### config.mk
export PLATFORM = sky130hd
export DESIGN_NAME = mpd_step
export DESIGN_NICKNAME = d
export VERILOG_FILES = /design/src/design/mpd_pkg.sv /design/src/design/mpd_step.sv
export SDC_FILE = /design/constraint.sdc
export NUM_CORES = 1
export LEC_CHECK = 0
export BUFFER_PORTS_ARGS = -buffer_cell sky130_fd_sc_hd__buf_2
export CELL_PAD_IN_SITES_DETAIL_PLACEMENT = 1
export CELL_PAD_IN_SITES_GLOBAL_PLACEMENT = 2
export CORE_MARGIN = 2
export CORE_UTILIZATION = 21
export DETAILED_ROUTE_END_ITERATION = 7
export PLACE_DENSITY_LB_ADDON = 0.3
export SLEW_MARGIN = 20
export SYNTH_ARGS = -nofsm -noshare
export SYNTH_HDL_FRONTEND = slang
export SYNTH_SLANG_ARGS = --single-unit
### constraint.sdc
create_clock -name vclk -period 3.4
set_clock_uncertainty 0.2 [all_clocks]
set_input_delay 0.34 -clock vclk [all_inputs]
set_output_delay 0.34 -clock vclk [all_outputs]
set_load 0.05 [all_outputs]
### src/design/mpd_pkg.sv
`timescale 1ns / 1ps
// Shared types and constants for the MQTT packet deframer.
// No dependencies; imported by the interface users and all design modules.
package mpd_pkg;

  // parse phase codes
  localparam logic [1:0] PH_FIRST = 2'd0;
  localparam logic [1:0] PH_LEN   = 2'd1;
  localparam logic [1:0] PH_DATA  = 2'd2;

  // link state codes
  localparam logic [1:0] LK_WAIT = 2'd0;
  localparam logic [1:0] LK_CONN = 2'd1;
  localparam logic [1:0] LK_REJ  = 2'd2;
  localparam logic [1:0] LK_FAIL = 2'd3;

  // byte roles
  localparam logic [1:0] ROLE_FIRST   = 2'd0;
  localparam logic [1:0] ROLE_LEN     = 2'd1;
  localparam logic [1:0] ROLE_PAYLOAD = 2'd2;
  localparam logic [1:0] ROLE_IGNORED = 2'd3;

  // fault codes
  localparam logic [3:0] FLT_NONE        = 4'd0;
  localparam logic [3:0] FLT_BAD_TYPE    = 4'd1;
  localparam logic [3:0] FLT_OVERLONG    = 4'd2;
  localparam logic [3:0] FLT_NOT_CONNECT = 4'd3;
  localparam logic [3:0] FLT_BAD_NAME    = 4'd4;
  localparam logic [3:0] FLT_RSVD_FLAG   = 4'd5;
  localparam logic [3:0] FLT_WILL_QOS    = 4'd6;
  localparam logic [3:0] FLT_PUB_QOS     = 4'd7;
  localparam logic [3:0] FLT_SUB_HDR     = 4'd8;

  // packet types
  localparam logic [3:0] TYPE_CONNECT   = 4'd1;
  localparam logic [3:0] TYPE_PUBLISH   = 4'd3;
  localparam logic [3:0] TYPE_SUBSCRIBE = 4'd8;

  localparam logic [7:0]  SUBSCRIBE_HDR   = 8'h82;
  localparam logic [7:0]  PROTO_LEVEL     = 8'd4;
  localparam logic [2:0]  LEN_MAX_BYTES   = 3'd4;
  localparam logic [27:0] PROTO_NAME_LEN  = 28'd6;
  localparam logic [27:0] LEVEL_OFFSET    = 28'd6;
  localparam logic [27:0] FLAGS_OFFSET    = 28'd7;
  localparam logic [27:0] CONNECT_MIN_LEN = 28'd8;
  localparam logic [4:0]  TYPE_LIMIT_RST  = 5'd15;

  typedef struct packed {
    logic [7:0] rx_byte;
  } mpd_in_t;

  typedef struct packed {
    logic [4:0] type_limit;
  } mpd_cfg_t;

  typedef struct packed {
    logic [7:0]  data_byte;
    logic [3:0]  packet_type;
    logic [3:0]  header_flags;
    logic [1:0]  byte_role;
    logic [27:0] payload_offset;
    logic        packet_end;
    logic [1:0]  link_state;
    logic [3:0]  fault;
  } mpd_out_t;

  typedef struct packed {
    logic [1:0]  parse_phase;
    logic [1:0]  conn_phase;
    logic [3:0]  cur_type;
    logic [3:0]  cur_flags;
    logic [27:0] remaining_length;
    logic [2:0]  length_byte_count;
    logic [27:0] payload_count;
  } mpd_state_t;

  localparam mpd_state_t STATE_RST = '{
    parse_phase:       PH_FIRST,
    conn_phase:        LK_WAIT,
    cur_type:          4'd0,
    cur_flags:         4'd0,
    remaining_length:  28'd0,
    length_byte_count: 3'd0,
    payload_count:     28'd0
  };

  // expected protocol name bytes: 00 04 'M' 'Q' 'T' 'T'
  function automatic logic [7:0] proto_name_byte(input logic [2:0] idx);
    logic [7:0] v;
    case (idx)
      3'd0:    v = 8'h00;
      3'd1:    v = 8'h04;
      3'd2:    v = 8'h4D;
      3'd3:    v = 8'h51;
      3'd4:    v = 8'h54;
      3'd5:    v = 8'h54;
      default: v = 8'h00;
    endcase
    return v;
  endfunction

endpackage

### src/design/mpd_step.sv
`timescale 1ns / 1ps
// Per-byte parse step: next state and result item from current state and byte.
// Depends on mpd_pkg.
module mpd_step (
  input  mpd_pkg::mpd_state_t st,
  input  logic [7:0]          rx_byte,
  input  logic [4:0]          type_limit,
  output mpd_pkg::mpd_state_t st_nxt,
  output mpd_pkg::mpd_out_t   res
);
  import mpd_pkg::*;

  logic [27:0] len_part;
  logic [27:0] rl_new;
  logic [2:0]  lbc_new;
  logic [27:0] pc_new;
  logic        wait_connect;
  logic [3:0]  fault;
  logic [1:0]  role;
  logic        pkt_end;
  logic [27:0] offset;

  always_comb begin
    case (st.length_byte_count[1:0])
      2'd0:    len_part = {21'd0, rx_byte[6:0]};
      2'd1:    len_part = {14'd0, rx_byte[6:0], 7'd0};
      2'd2:    len_part = {7'd0, rx_byte[6:0], 14'd0};
      default: len_part = {rx_byte[6:0], 21'd0};
    endcase
    rl_new       = st.remaining_length | len_part;
    lbc_new      = st.length_byte_count + 3'd1;
    pc_new       = st.payload_count + 28'd1;
    wait_connect = (st.conn_phase == LK_WAIT) && (st.cur_type == TYPE_CONNECT);

    st_nxt  = st;
    fault   = FLT_NONE;
    role    = ROLE_FIRST;
    pkt_end = 1'b0;
    offset  = 28'd0;

    case (st.parse_phase)
      PH_FIRST: begin
        role                     = ROLE_FIRST;
        st_nxt.cur_type          = rx_byte[7:4];
        st_nxt.cur_flags         = rx_byte[3:0];
        st_nxt.remaining_length  = 28'd0;
        st_nxt.length_byte_count = 3'd0;
        st_nxt.payload_count     = 28'd0;
        st_nxt.parse_phase       = PH_LEN;
        if (rx_byte[7:4] == 4'd0 || {1'b0, rx_byte[7:4]} >= type_limit) begin
          fault = FLT_BAD_TYPE;
        end else if (st.conn_phase == LK_WAIT && rx_byte[7:4] != TYPE_CONNECT) begin
          fault = FLT_NOT_CONNECT;
        end else if (st.conn_phase == LK_CONN && rx_byte[7:4] == TYPE_PUBLISH &&
                     rx_byte[2:1] == 2'b11) begin
          fault = FLT_PUB_QOS;
        end else if (st.conn_phase == LK_CONN && rx_byte[7:4] == TYPE_SUBSCRIBE &&
                     rx_byte != SUBSCRIBE_HDR) begin
          fault = FLT_SUB_HDR;
        end
      end
      PH_LEN: begin
        role                     = ROLE_LEN;
        st_nxt.remaining_length  = rl_new;
        st_nxt.length_byte_count = lbc_new;
        if (rx_byte[7]) begin
          if (lbc_new >= LEN_MAX_BYTES) begin
            fault = FLT_OVERLONG;
          end
        end else if (rl_new == 28'd0) begin
          // empty packet: a connect with no payload is always too short
          pkt_end            = 1'b1;
          st_nxt.parse_phase = PH_FIRST;
          if (wait_connect) begin
            fault = FLT_BAD_NAME;
          end
        end else begin
          st_nxt.parse_phase = PH_DATA;
        end
      end
      default: begin
        role   = ROLE_PAYLOAD;
        offset = st.payload_count;
        if (wait_connect) begin
          if (st.payload_count < PROTO_NAME_LEN) begin
            if (rx_byte != proto_name_byte(st.payload_count[2:0])) begin
              fault = FLT_BAD_NAME;
            end
          end else if (st.payload_count == LEVEL_OFFSET) begin
            if (rx_byte != PROTO_LEVEL) begin
              st_nxt.conn_phase = LK_REJ;
            end
          end else if (st.payload_count == FLAGS_OFFSET) begin
            if (rx_byte[0]) begin
              fault = FLT_RSVD_FLAG;
            end else if (rx_byte[2] && rx_byte[4:3] == 2'b11) begin
              fault = FLT_WILL_QOS;
            end
          end
        end
        st_nxt.payload_count = pc_new;
        if (pc_new >= st.remaining_length) begin
          pkt_end            = 1'b1;
          st_nxt.parse_phase = PH_FIRST;
          if (fault == FLT_NONE && st_nxt.conn_phase == LK_WAIT &&
              st.cur_type == TYPE_CONNECT) begin
            if (pc_new < CONNECT_MIN_LEN) begin
              fault = FLT_BAD_NAME;
            end else begin
              st_nxt.conn_phase = LK_CONN;
            end
          end
        end
      end
    endcase

    if (fault != FLT_NONE) begin
      st_nxt.conn_phase = LK_FAIL;
    end

    res.data_byte      = rx_byte;
    res.packet_type    = st_nxt.cur_type;
    res.header_flags   = st_nxt.cur_flags;
    res.byte_role      = role;
    res.payload_offset = offset;
    res.packet_end     = pkt_end;
    res.link_state     = st_nxt.conn_phase;
    res.fault          = fault;

    // failed link: hold all state, pass bytes through as ignored
    if (st.conn_phase == LK_FAIL) begin
      st_nxt             = st;
      res.packet_type    = 4'd0;
      res.header_flags   = 4'd0;
      res.byte_role      = ROLE_IGNORED;
      res.payload_offset = 28'd0;
      res.packet_end     = 1'b0;
      res.link_state     = LK_FAIL;
      res.fault          = FLT_NONE;
    end
  end

endmodule

; ---- Yosys cells after proc, flatten, opt, wreduce, memory -nomap -nowiden
; Cells that the tools add are included.
; Widths: inputs -> output; s select.
[totals]
regBits = 0
out_inout_bits = 124
word_cells = 98
[classes]
addsub = 2
n_lt_le_gt_ge = 5
eq_ne = 21
muxes = 49
n_bitwise = 1
reduce_logical = 20
[ops]
columns = cell, n
row1 = $pmux 28 s3, 1
row2 = $mux 71, 1
row3 = $pmux 31 s2, 1
row4 = $eq 28x3->1 const B, 2
row5 = $pmux 28 s2, 1
row6 = $mux 4, 12
row7 = $mux 45, 1
row8 = $mux 8, 4
row9 = $add 28x1->28 const B, 1
row10 = $ge 28x28->1, 1
row11 = $logic_not 28->1, 1
row12 = $lt 28x3->1 const B, 1
row13 = $lt 28x4->1 const B, 1
row14 = $mux 28, 1
row15 = $or 28x28->28, 1
row16 = $pmux 7 s4, 1
row17 = $mux 2, 12
row18 = $mux 3, 7
row19 = $logic_and 1x1->1, 9
row20 = $eq 2x2->1 const B, 4
row21 = $logic_not 2->1, 4
row22 = $logic_not 4->1, 2
row23 = $ne 8x3->1 const B, 1
row24 = $ne 8x8->1, 1
row25 = 19 further kinds, 27

; ---- Depth between registers and ports, before layout
; Gate-level depths: netlist (run 1).
[depth]
depth_word = 20
mapped_depth = 14
depth_no_buf = 13

; ---- Worst setup path after synthesis (run 1)
; OpenSTA, ideal clock, no wires.
[synth_path]
path_kind = input port to output port
from = input st[3] in the netlist's numbering
to = output st_nxt[69] in the netlist's numbering
arrival_ns = 3.689
slack_ns = -0.829
path_stages = 14
n_path_buf = 2
cell_sequence = buf_4 -> nand4_4 -> nor4_4 -> clkbuf_1 -> nand3_1 -> xnor2_1 -> ha_1 -> a21o_1 -> a21o_1 -> a21oi_1 -> o211ai_1 -> a21oi_1 -> mux2i_1 -> a21oi_1
[synth_rtl]
columns = element, line_no
row1 = from (decl), mpd_step.sv:5  ; input mpd_pkg::mpd_state_t st,
row2 = to (decl), mpd_step.sv:8  ; output mpd_pkg::mpd_state_t st_nxt,

==> out/qor.txt, run 1 <==
Number of DRC violations after detailed-routing iteration 0 - 263
Commonest non-fill, non-tap cells in the layout - buf_4 (197), buf_2 (190), nor2_1 (66)
Post-synthesis cell count - 645
Average wire per standard cell - 18.31 µm
Min-Delay Path Class - in2out
Fin crit period - 3.794 ns
Final Setup Violations - 8
Commonest non-fill, non-tap cell in the layout - buf_4
Initial DRT Pass Iterations - 4
Final Cycle Share - 1.116
Vias in the first global route - 6190
DP Cell Count - 1224
DR DRC count - 0
Final std cells w/o fill - 1246
CP required - 2.86 ns
Run status - finished with violations
Storage cell area - 0 µm²
Port Buffers - 208
Hold path cells - 2
FMAX - 263.6 MHz
Hold Buf Count CTS - 0
Tot GR Track Use - 0.2147
Ports - 208
Area fraction of the dominant cell type after synthesis - 0.1266
Setup slack after layout - -0.3940 ns
Number of sequential cells - 0
Dpl cell area - 6549 µm²
CP Launch Type - input port
Final Max Tran Viols - 0
Initial antenna violation count - 0
Share of cells above drive strength 1 - 0.4660
Mapped Area - 4051 µm²
Clock tree buffer count of the final layout - 0
RSZ-0062 raised after global routing - yes
Row count - 50
Max-cap violations - 0
Height of the chip - 142.9 µm
Final GP Congestion - 0.8918
Syn-to-layout area delta - 70.94%
Total gr overflow - 0
Die area - 20420 µm²
Hold Path Origin - rx_byte[7]
ANT nets after route - 0
Yosys cell types - 65
Critical path endpoint category - primary output
DR vias - 6128
First-pass GRT wire length - 34900 µm
Mean Syn Cell Area - 6.281 µm²
Worst-path fanout max - 4
Ys Warns - 0
Slew headroom - 0.5511
Worst Tran Pin Value - 0.6672 ns
HPWL Detailed - 19410 µm
Initial Utilization - 0.2151
Synth area leaders - ha_1 (13%), a21oi_1 (6.8%), nor2_1 (6.3%)
Largest net degree at the start of global routing - 30
Failing checks - negative setup slack
Worst hold margin - 0.8166 ns
WL final - 22810 µm
Nets - 1112
Hold Fails Final Rpt - 0
Sequential element share of the synthesized area - 0
Core area - 18830 µm²
Post-Syn Nets - 770
Hold endpoint - res[52]
Fin area - 6925 µm²
Vias/cell - 4.918
CP arrival - 3.25 ns
Die width - 142.9 µm
Area leader, netlist - ha_1
WS Path Type - in2out
==> cell type report <==
cell class                 instances  area (µm²)
inverter                          50       187.7
tap                              260       325.3
antenna                            1       2.502
fill                            2457       11910
multi-input combinational        529        3722
timing repair buffer             406        2688
==> how the worst max path moves through the flow <==
stage	from	to	cells past startpoint
after detailed placement	st[0]	res[4]	16
after floorplan	st[10]	res[5]	13
after CTS	st[3]	st_nxt[68]	16
final	st[11]	st_nxt[68]	17
after global routing	st[3]	st_nxt[68]	16
after global placement	st[0]	res[4]	16
==> through the flow <==
step                setup WS (ns)    util  TNS (ns)
floorplan                 -0.4575       -    -2.030
global placement          -0.6629  0.3478    -4.323
detailed placement        -0.6405  0.3478    -4.479
CTS                       -0.3723  0.3660    -2.584
global route              -0.5606  0.3676    -3.958
finish                    -0.3940  0.3678    -2.511
==> synthesized netlist by cell type (all sizes together), types with 6 or more instances <==
cell,number
nor3,10
nor2b,9
and3,37
nor4,20
inv,50
mux2,10
a21oi,55
a21o,6
o21ai,39
and2,9
ha,41
or2,6
a211oi,7
nand2,47
nand4,21
a22o,9
clkbuf,45
nand3,24
nand2b,9
nor2,68
buf,21
xor2,7
o31ai,10
a31oi,8
and4,7
xnor2,19
==> worst max-delay path: stages <==
cell      delay [ns]
buf_6           0.09
nand4_4         0.11
buf_4           0.16
nor4_4          0.18
buf_4           0.18
and3_4          0.19
nand3_4         0.09
xnor2_2         0.17
ha_1            0.30
and4_4          0.22
nand4_1         0.11
o211ai_1        0.28
a21oi_4         0.08
buf_6           0.13
or2_4           0.24
o211ai_1        0.17
buf_4           0.22
==> kinds of logic (layout without fill, tap and decap cells) <==
kind of cell / after synthesis / in the layout / synth area share
buffers and inverters: 116 / 456 / 0.1217
AO/OA/AOI/OAI: 165 / 165 / 0.2653
multiplexers: 12 / 12 / 0.03366
XOR/XNOR: 26 / 26 / 0.05621
AND/OR/NAND/NOR: 285 / 285 / 0.3965
adder cells (fa/ha/maj): 41 / 41 / 0.1266
other: 0 / 1 / 0
==> what timing repair did <==
| action | CTS | global route |
|---|---|---|
| endpoints found under the setup margin | 8 | 8 |
| resized for setup | 54 | 7 |
| pin swaps | 11 | 10 |
| setup buffers | 19 | 2 |
| gates cloned | 0 | 0 |
==> metal layers <==
layer | global-route usage | up-vias | part of all wire
met2 | 0.3907 | 186 | 0.48
met4 | 0.03700 | 0 | 0.022
met5 | 0 | - | 0
li1 | - | 3003 | -
met3 | 0.01643 | 28 | 0.043
met1 | 0.2797 | 2911 | 0.45
==> run 2, diff against run 1 <==
==> constraint.sdc (replaced) <==
create_clock -name vclk -period 3.4
set_clock_uncertainty 0.2 [all_clocks]
set_input_delay 0.51 -clock vclk [all_inputs]
set_output_delay 0.51 -clock vclk [all_outputs]
set_load 0.05 [all_outputs]
==> out/qor.txt, run 2 (same netlist as run 1, synthesis figures left out) <==
CP arrival - 3.45 ns
Min-Delay Path Class - in2out
First-pass GRT wire length - 36150 µm
WS Path Type - in2out
Storage cell area - 0 µm²
Leak - 3.763 nW
Crit-path cells - buf_2 -> nand4_4 -> nor4_4 -> buf_6 -> nand4_1 -> xnor2_2 -> ha_1 -> a21o_1 -> a221o_1 -> a21oi_2 -> o211ai_1 -> a21oi_2 -> o21ai_2 -> a211o_2 -> buf_8
Average wire per standard cell - 18.67 µm
DR vias - 6231
Hold Fails Final Rpt - 0
CP required - 2.69 ns
DR DRC count - 0
Biggest cell delay along the critical path - 0.35 ns
Power per cell area - 173.7 nW/µm²
Initial antenna violation count - 0
Hold Buf Count CTS - 0
Critical path endpoint category - primary output
CP Launch Type - input port
Failing checks - negative setup slack
Total gr overflow - 0
Final GP Congestion - 0.8994
WL final - 23540 µm
Fin area - 7302 µm²
Row count - 50
Max rail drop VDD - 89.02 µV
Crit path from - st[12]
FMAX - 240.5 MHz
ANT nets after route - 0
Tot GR Track Use - 0.2226
Worst-path fanout max - 6
Commonest non-fill, non-tap cell in the layout - buf_4
Height of the chip - 142.9 µm
Number of DRC violations after detailed-routing iteration 0 - 282
Setup slack after layout - -0.7576 ns
Worst Tran Pin Value - 0.6824 ns
Hold path cells - 4
Vias in the first global route - 6354
Slew headroom - 0.5450
Initial Utilization - 0.2151
Clock tree buffer count of the final layout - 0
Diode count - 0
Post-layout util - 0.3878
RSZ-0062 raised after global routing - yes
HPWL Detailed - 19280 µm
Port Buffers - 208
Final Cycle Share - 1.223
Final Max Tran Viols - 0
Hold Path Origin - st[62]
Syn-to-layout area delta - 80.23%
Dpl cell area - 6764 µm²
Largest net degree at the start of global routing - 30
Share of cells above drive strength 1 - 0.5055
Crit path top cell by count - a21oi_2
Number of sequential cells - 0
Ports - 208
Run status - finished with violations
Max-cap violations - 0
Core area - 18830 µm²
Vias/cell - 4.941
Buffers & Inverters on Critical Path - 3
Die area - 20420 µm²
Crit path max-delay cell type - a211o_2
Nets - 1128
Initial DRT Pass Iterations - 4
Die width - 142.9 µm
Critical path depth in cells - 15
Final Setup Violations - 8
Fin crit period - 4.158 ns
Critical path's top delay family - compound AO/OA/AOI/OAI gates
Commonest non-fill, non-tap cells in the layout - buf_4 (207), buf_2 (183), nor2_1 (52)
[run 2: through the flow]
step	std cells	hold slack (ns)	power (mW)	setup slack [ns]	TNS [ns]
3_3_place_gp	1238	1.227	1.197	-0.8950	-6.463
5_1_grt	1261	1.272	1.351	-0.9051	-6.896
4_1_cts	1257	1.231	1.247	-0.6887	-5.070
2_1_floorplan	645	0.9871	0.7452	-0.7975	-4.739
6_report	1261	1.231	1.269	-0.7576	-5.661
3_5_place_dp	1238	1.231	1.205	-0.9077	-6.622
[run 2: report_power, final]
part           internal [mW]  switching [mW]
sequential                 0               0
combinational          0.441           0.828
clock                      0               0
[run 2: layout make-up]
class,instances,area [µm²]
Fill cell,2418,11530
Tap cell,260,325.3
Timing Repair Buffer,422,2910
Inverter,50,187.7
Multi-Input combinational cell,529,3879
[run 2: final timing paths]
path,slack [ns],to
setup / recovery,-0.76,st_nxt[67]
hold / removal,1.23,res[40]
[run 2: routing by layer]
layer	wire length, µm	up-vias	track usage
li1	-	3043	-
met1	10590	2986	0.2965
met2	11600	184	0.4046
met3	1022	18	0.01241
met4	329	0	0.02970
met5	0	-	0
[run 2: tightest hold or removal path, delay by kind of cell]
| kind | cells | cell delay [ns] |
|---|---|---|
| AOI/OAI and AO/OA | 1 | 0.05 |
| buffers and inverters | 2 | 0.30 |
| and+or+nand+nor | 1 | 0.05 |
[run 2: repair_timing]
item | CTS | global route
endpoints found under the setup margin | 8 | 10
endpoints found under the hold margin | 0 | 0
buffers inserted | 19 | 6
pin swaps | 23 | 21
gates resized for setup | 61 | 27
No activity file was read; power rests on OpenSTA's default activity.
==> run 3, diff against run 2 <==
--- a/config.mk
+++ b/config.mk
@@ -9,7 +9,7 @@
 export CELL_PAD_IN_SITES_DETAIL_PLACEMENT = 1
 export CELL_PAD_IN_SITES_GLOBAL_PLACEMENT = 2
 export CORE_MARGIN = 2
-export CORE_UTILIZATION = 21
+export CORE_UTILIZATION = 25
 export DETAILED_ROUTE_END_ITERATION = 7
 export PLACE_DENSITY_LB_ADDON = 0.3
 export SLEW_MARGIN = 20
==> constraint.sdc (replaced) <==
create_clock -name vclk -period 4.9
set_clock_uncertainty 0.2 [all_clocks]
set_input_delay 0.735 -clock vclk [all_inputs]
set_output_delay 0.735 -clock vclk [all_outputs]
set_load 0.05 [all_outputs]
==> out/qor.txt, run 3 (same netlist as run 1, synthesis figures left out) <==
Run status - finished, final reports clean
Slew headroom - 0.4224
WL final - 21190 µm
Hold endpoint - res[52]
Die width - 131.3 µm
Initial antenna violation count - 1
DR vias - 5695
Clock group share of total power - 0
Flop pwr share - 0
CP arrival - 3.82 ns
Psw - 538.4 µW
Hold Path Origin - rx_byte[7]
Largest net degree at the start of global routing - 35
Core area - 15890 µm²
Initial Utilization - 0.2550
Initial DRT Pass Iterations - 4
FMAX - 210.4 MHz
Max-cap violations - 0
Net Sw Frac - 0.7230
Vias in the first global route - 5957
Die area - 17240 µm²
ANT nets after route - 0
Final Setup Violations - 0
Commonest non-fill, non-tap cell in the layout - buf_2
Hold Buf Count CTS - 0
Final Max Tran Viols - 0
DR DRC count - 0
Syn-to-layout area delta - 38.51%
Number of sequential cells - 0
Cell-internal power - 206.2 µW
Clock tree buffer count of the final layout - 0
Final Cycle Share - 0.9699
Power per cell area - 132.7 nW/µm²
Commonest non-fill, non-tap cells in the layout - buf_2 (199), nor2_1 (67), buf_4 (61)
WS Path Type - in2out
Leak - 2.868 nW
Post-layout util - 0.3533
Port Buffers - 208
DP Cell Count - 1055
Vias/cell - 5.368
Fin crit period - 4.752 ns
Height of the chip - 131.3 µm
Final std cells w/o fill - 1061
Final GP Congestion - 0.9843
Share of cells above drive strength 1 - 0.3626
Hold path cells - 2
Worst Tran Pin Value - 0.8645 ns
First-pass GRT wire length - 33310 µm
Max rail drop VDD - 54.40 µV
Worst-path fanout max - 6
Ports - 208
HPWL Detailed - 17440 µm
Tot GR Track Use - 0.2332
Storage cell area - 0 µm²
Total gr overflow - 0
CP required - 3.96 ns
Gate power share - 1.000
Nets - 971
Min-Delay Path Class - in2out
CP Launch Type - input port
Average wire per standard cell - 19.97 µm
Hold Fails Final Rpt - 0
Row count - 46
Critical path endpoint category - primary output
Number of DRC violations after detailed-routing iteration 0 - 267
==> run 3: worst max-delay path by stage <==
stage          start         end  slack (ns)  cells past startpoint
2_1_floorplan  st[3]      res[5]       0.002                     14
3_3_place_gp   st[4]  st_nxt[67]        0.02                     15
3_5_place_dp   st[4]      res[5]       -0.05                     16
4_1_cts        st[3]      res[4]        0.01                     15
5_1_grt        st[0]  st_nxt[70]       -0.01                     18
6_report       st[0]  st_nxt[70]        0.15                     18
==> run 3: through the flow <==
step	setup slack (ns)	setup TNS [ns]	hold WS (ns)	power, mW	area (µm²)
3_3_place_gp	0.02067	0	1.675	0.7216	5466
2_1_floorplan	0.002081	0	1.437	0.5057	4056
4_1_cts	0.01447	0	1.676	0.7353	5466
3_5_place_dp	-0.05039	-0.2080	1.675	0.7323	5466
6_report	0.1477	0	1.677	0.7446	5612
5_1_grt	-0.01029	-0.01029	1.692	0.7920	5612
==> run 3: power by group through the flow <==
stage / Clock, mW / Combinational (mW) / Sequential [mW]
final: 0.0000000273 / 0.745 / 0
after global routing: 0.0000000273 / 0.792 / 0
after detailed placement: 0 / 0.732 / 0
after floorplan: 0 / 0.506 / 0
after global placement: 0 / 0.722 / 0
after CTS: 0 / 0.735 / 0
==> run 3: per-layer routing <==
metal,up-vias,GRT usage,wire [µm]
li1,2728,-,-
met3,28,0.02431,1069
met4,0,0.04046,388
met5,-,0,0
met2,217,0.4281,10410
met1,2722,0.2968,9318
==> run 3: layout make-up <==
| cell class | instances | area [µm²] |
|---|---|---|
| Antenna cell | 1 | 2.502 |
| Fill cell | 2144 | 10270 |
| Inverter | 50 | 187.7 |
| Multi-Input combinational cell | 529 | 3640 |
| Tap cell | 216 | 270.3 |
| Timing Repair Buffer | 265 | 1511 |
==> run 3: worst max-delay path, cell delays in order <==
cell,delay [ns]
clkbuf_4,0.15
ha_4,0.15
buf_6,0.11
nand4_1,0.14
nor4_4,0.35
buf_4,0.20
nand2_2,0.09
xnor2_1,0.15
ha_1,0.18
a21o_1,0.15
a221o_1,0.32
a21oi_1,0.16
o211ai_1,0.12
a21oi_2,0.20
buf_4,0.16
nor2_1,0.04
a21oi_1,0.17
buf_4,0.22
==> run 3: what timing repair did <==
action,4_1_cts,5_1_grt
setup buffers,0,5
setup endpoints to repair,7,8
resized for setup,1,34
pin swaps,0,9
